$ cat config.mk
export PLATFORM = sky130hd
export DESIGN_NAME = mbp_front
export DESIGN_NICKNAME = d
export VERILOG_FILES = /design/src/design/mipmap_box_pyramid_core_macros.svh /design/src/design/mbp_pkg.sv /design/src/design/mbp_front.sv
export SDC_FILE = /design/constraint.sdc
export NUM_CORES = 1
export LEC_CHECK = 0
export ABC_CLOCK_PERIOD_IN_PS = 2600
export BUFFER_PORTS_ARGS = -buffer_cell sky130_fd_sc_hd__buf_4
export CAP_MARGIN = 20
export CORE_ASPECT_RATIO = 0.75
export CORE_MARGIN = 2
export CORE_UTILIZATION = 51
export CTS_CLUSTER_DIAMETER = 100
export DETAILED_ROUTE_END_ITERATION = 8
export PLACE_DENSITY = 0.77
export SYNTH_ARGS = -nofsm -noshare
export SYNTH_HDL_FRONTEND = slang
export SYNTH_SLANG_ARGS = --single-unit
$ cat constraint.sdc
create_clock -name clock -period 2.6 [get_ports clock]
set_input_delay 0.13 -clock clock [delete_from_list [all_inputs] [get_ports clock]]
set_output_delay 0.13 -clock clock [all_outputs]
set_load 0.01 [all_outputs]
$ cat src/design/mipmap_box_pyramid_core_macros.svh
// Assertion macros shared by the mip pyramid design files.
// Depends on nothing; included by files that carry assertions.
`ifndef MIPMAP_BOX_PYRAMID_CORE_MACROS_SVH
`define MIPMAP_BOX_PYRAMID_CORE_MACROS_SVH
`define MBP_ASSERT_IMP(label, clk, rst, ante, cons, msg) \
   label: assert property (@(posedge clk) disable iff (rst) (ante) |-> (cons)) else $error(msg);
`define MBP_ASSERT_NXT(label, clk, rst, ante, cons, msg) \
   label: assert property (@(posedge clk) disable iff (rst) (ante) |=> (cons)) else $error(msg);
`endif

$ cat src/design/mbp_pkg.sv
// Shared constants and types of the mip pyramid generator.
// Depends on nothing.
`timescale 1ns / 1ps
package mbp_pkg;
   localparam int MaxSizeLog2 = 10;
   localparam int LevelWidth = 4;
   localparam int PosWidth = 9;
   localparam int ChanWidth = 8;
   localparam int PixWidth = 4 * ChanWidth;
   localparam int PairChanWidth = ChanWidth + 1;
   localparam int PairWidth = 4 * PairChanWidth;
   localparam int CsrIndexWidth = 1;
   localparam int CsrDataWidth = 4;
   localparam logic [CsrIndexWidth-1:0] CsrWidthLog2 = 1'b0;
   localparam logic [CsrIndexWidth-1:0] CsrHeightLog2 = 1'b1;

   typedef struct packed {
      logic [PixWidth-1:0] pixel;
   } mbp_job_type;

   typedef struct packed {
      logic [LevelWidth-1:0] level;
      logic [PosWidth-1:0] pos_x;
      logic [PosWidth-1:0] pos_y;
      logic [ChanWidth-1:0] avg_red;
      logic [ChanWidth-1:0] avg_green;
      logic [ChanWidth-1:0] avg_blue;
      logic [ChanWidth-1:0] avg_alpha;
      logic run_last;
      logic pyramid_done;
   } mbp_result_type;
endpackage

$ cat src/design/mbp_front.sv
// Front end: accepts base pixels into a short queue for the level engine.
// Depends on mbp_pkg.
`timescale 1ns / 1ps
module mbp_front import mbp_pkg::*; (
   input  logic clock,
   input  logic reset,
   input  logic in_valid,
   output logic in_ready,
   input  mbp_job_type in_job,
   output logic out_valid,
   input  logic out_ready,
   output mbp_job_type out_job
);
   mbp_job_type q_ff [2];
   logic [1:0] cnt_ff, cnt_in;
   logic rd_ff, wr_ff;
   logic push, pop;

   assign in_ready = cnt_ff != 2'd2;
   assign out_valid = cnt_ff != 2'd0;
   assign out_job = q_ff[rd_ff];
   assign push = in_valid && in_ready;
   assign pop = out_valid && out_ready;
   assign cnt_in = cnt_ff + {1'b0, push} - {1'b0, pop};

   always_ff @(posedge clock) begin
      if (reset) begin
         cnt_ff <= '0;
         rd_ff <= 1'b0;
         wr_ff <= 1'b0;
      end else begin
         cnt_ff <= cnt_in;
         if (push) wr_ff <= ~wr_ff;
         if (pop) rd_ff <= ~rd_ff;
      end
      if (push) q_ff[wr_ff] <= in_job;
   end
endmodule

==> run_results.csv <==
group,metric,value,unit
placement,pre_cts_ws,937.4,ps
layout,fin_cells,314,
clocking,cts_sinks,69,
timing,tightest_slew,466.2,ps
setup_path,cp-end-kind,"output port",
synth,muxShareOfSynthArea,18.22,%
die,fp.dieH,66.75,µm
clocking,h-tree-depth,3,
routing,drtAntennaViolNets,0,
timing,rsz0062_at_grt,"false",
synth,synth_cells,124,
layout,final_layout_size_suffix_gt1_share,50.41,%
routing,routed_wl,4.854,mm
synth,synthAdderAreaFrac,0.9346,%
pwr,powerDensity,846.6,nW/µm²
clocking,clock-root-buffer,"clkbuf_8",
pwr,ir_drop,628.2,µV
synth,synth_area,2678,µm²
die,dieArea,5852,µm²
hold_path,hold_start,"in_valid",
timing,hold_viol_final,0,
global_route,grt_max_degree,33,
global_route,antenna_found_initial,0,
die,num_io_pins,70,
routing,dr.pass1.iters,4,
synth,avgSynthCellArea,21.59,µm²
synth,synth_xor_area_share,0.9813,%
routing,vias,1445,
setup_path,reg2reg_depth,4,
setup_path,cp-start-kind,"flip-flop",
synth,synth_top_family_by_area,"multiplexers",
clocking,cts_resized,0,
die,initial_core_util,53.74,%
layout,fillers,292,
setup_path,path_class,"reg -> out",
pwr,power.leakage,1.517,nW
routing,drt-vias-per-instance,4.602,
global_route,grt_first_pass_wirelength,7.031,mm
synth,ys_seq_area_share,75.51,%
global_route,track_usage,17.50,%
die,core_area,4982,µm²
routing,drtIter0Drc,65,
global_route,grt_pass1_vias,1498,
synth,synthesis.nets,162,
clocking,clk_pin_slew,60,ps
setup_path,path_max_fanout,15,
routing,wl_per_cell,15.46,µm
clocking,cts_made_buffers,9,
synth,synth_compound_area_share,0.3271,%
setup_path,reg2reg_slack,930,ps
setup_path,r2r-start,"cnt_ff[0]",
layout,final_common_cell,"buf_4",
layout,final_nets,275,
synth,synth-simple-area-share,2.196,%
synth,ys_ff_latch,69,
timing,drv_slew,0,
layout,antenna_cells,0,
outcome,outcome,"finished clean",
routing,drc_errors,0,
placement,hpwlAfterDp,3.132,mm
timing,layout_min_cycle_time,1892,ps
flow_run,max_cap_viol_count,0,
synth,synthDistinctLibCells,16,
hold_path,worstHoldPathType,"in -> reg",
timing,setup_slack,708.2,ps
hold_path,hold_depth,3,
setup_path,r2r-end,"q_ff[0][17]",
layout,layout_common_cells,"buf_4, edfxtp_1, dlygate4sd3_1",
global_route,grt_overflow_total,0,
layout,area_growth,41.26,%
timing,fmax,528.6,MHz
hold_path,whs_endpoint,"wr_ff",
die,rows,22,
timing,timing.slew.headroom,68.92,%
timing,setup-violations-final,0,
clocking,clk-insertion-delay-late,330,ps
synth,yosysWarnings,0,
die,die_x,87.67,µm
clocking,post-cts-setup-buffer-count,0,
timing,skew,7.418,ps
clocking,cts_buffer_depth,2,
timing,setup_tns,0,ps
placement,place_congestion,0.6875,
setup_path,cp.arrival,1760,ps
timing,period_share,72.76,%
placement,port_buffers,69,
setup_path,required,2470,ps
clocking,cts_tree,"yes",
placement,dp.cells,265,
## registers in the layout, summed over array words and instances (netlist names), named ones only
| signal | cells |
|---|---|
| cnt_ff | 2 |
| q_ff | 64 |
| rd_ff | 1 |
| wr_ff | 1 |
## synthesized netlist by cell type
master,count,area (µm²)
or2_1,1,6.260
nand2_2,1,6.260
xor2_1,1,8.760
o21a_2,1,8.760
xnor2_1,2,17.52
mux2_4,31,465.5
nand2b_2,1,8.760
nor2_1,5,18.77
and3_1,1,6.260
edfxtp_1,64,1922
dfxtp_1,5,100.1
mux2_1,2,22.52
inv_1,1,3.750
ha_1,2,25.02
nor2b_1,2,12.51
buf_6,4,45.04
## layout make-up
| class | instances | area, µm² | area share [%] |
|---|---|---|---|
| clock inverters | 2 | 10.01 | 0.2646 |
| clock buffers | 14 | 162.7 | 4.300 |
| inverters | 1 | 3.754 | 0.09924 |
| flip-flops and latches | 69 | 2023 | 53.49 |
| repair buffers | 106 | 878.3 | 23.22 |
| well taps | 72 | 90.09 | 2.382 |
| multi-input cells | 50 | 614.3 | 16.24 |
## worst max-delay path, stage by stage, from the launching register on
cell and delay [ps]:
dfxtp_2 620, buf_4 300, mux2_1 350, buf_4 150
## worst max-delay path by stage
stage	start	endpoint	slack, ps
after floorplan	cnt_ff[0]	q_ff[0][0]	230
after global placement	cnt_ff[0]	q_ff[0][18]	1030
after detailed placement	cnt_ff[0]	q_ff[0][18]	940
after CTS	flip-flop	out_job[31]	680
after global routing	flip-flop	out_job[31]	620
final	flip-flop	out_job[31]	710
## power by group
| part | internal (W) | leakage (nW) | switching (W) |
|---|---|---|---|
| clock network | 0.000396 | 0.0905 | 0.000345 |
| registers | 0.00140 | 0.640 | 0.0000901 |
| logic | 0.000576 | 0.787 | 0.000395 |
## timing repair
item | in CTS | in global routing
hold buffers | 33 | 0
hold endpoints to repair | 68 | 0
endpoints found under the setup margin | 0 | 0
## metal layers
metal  GRT usage, %  vias to the layer above  part of all wire, %
li1               -                      701                    -
met1          18.97                      676                   41
met2          30.97                       68                   52
met3          8.922                        0                  6.8
met4          3.462                        0                    0
met5              0                        -                    0
## stage by stage
step	hold slack (ps)	utilization, %	instance area [µm²]	total power (W)
5_1_grt	199.0	75.92	3782	0.003354
4_1_cts	191.0	75.92	3782	0.003238
2_1_floorplan	201.6	-	2678	0.002085
3_5_place_dp	318.7	65.82	3279	0.002456
3_3_place_gp	315.4	65.82	3279	0.002420
6_report	202.8	75.92	3782	0.003202
## logic make-up (layout without fill, tap and decap cells)
| group | count (synthesis) | after routing |
|---|---|---|
| flip-flops | 69 | 69 |
| multiplexers | 33 | 33 |
| AND/OR/NAND/NOR | 11 | 11 |
| buffers and inverters | 5 | 123 |
| XOR/XNOR | 3 | 3 |
| adder cells (fa/ha/maj) | 2 | 2 |
| AO/OA/AOI/OAI | 1 | 1 |
(Power assumes the default switching activity.)
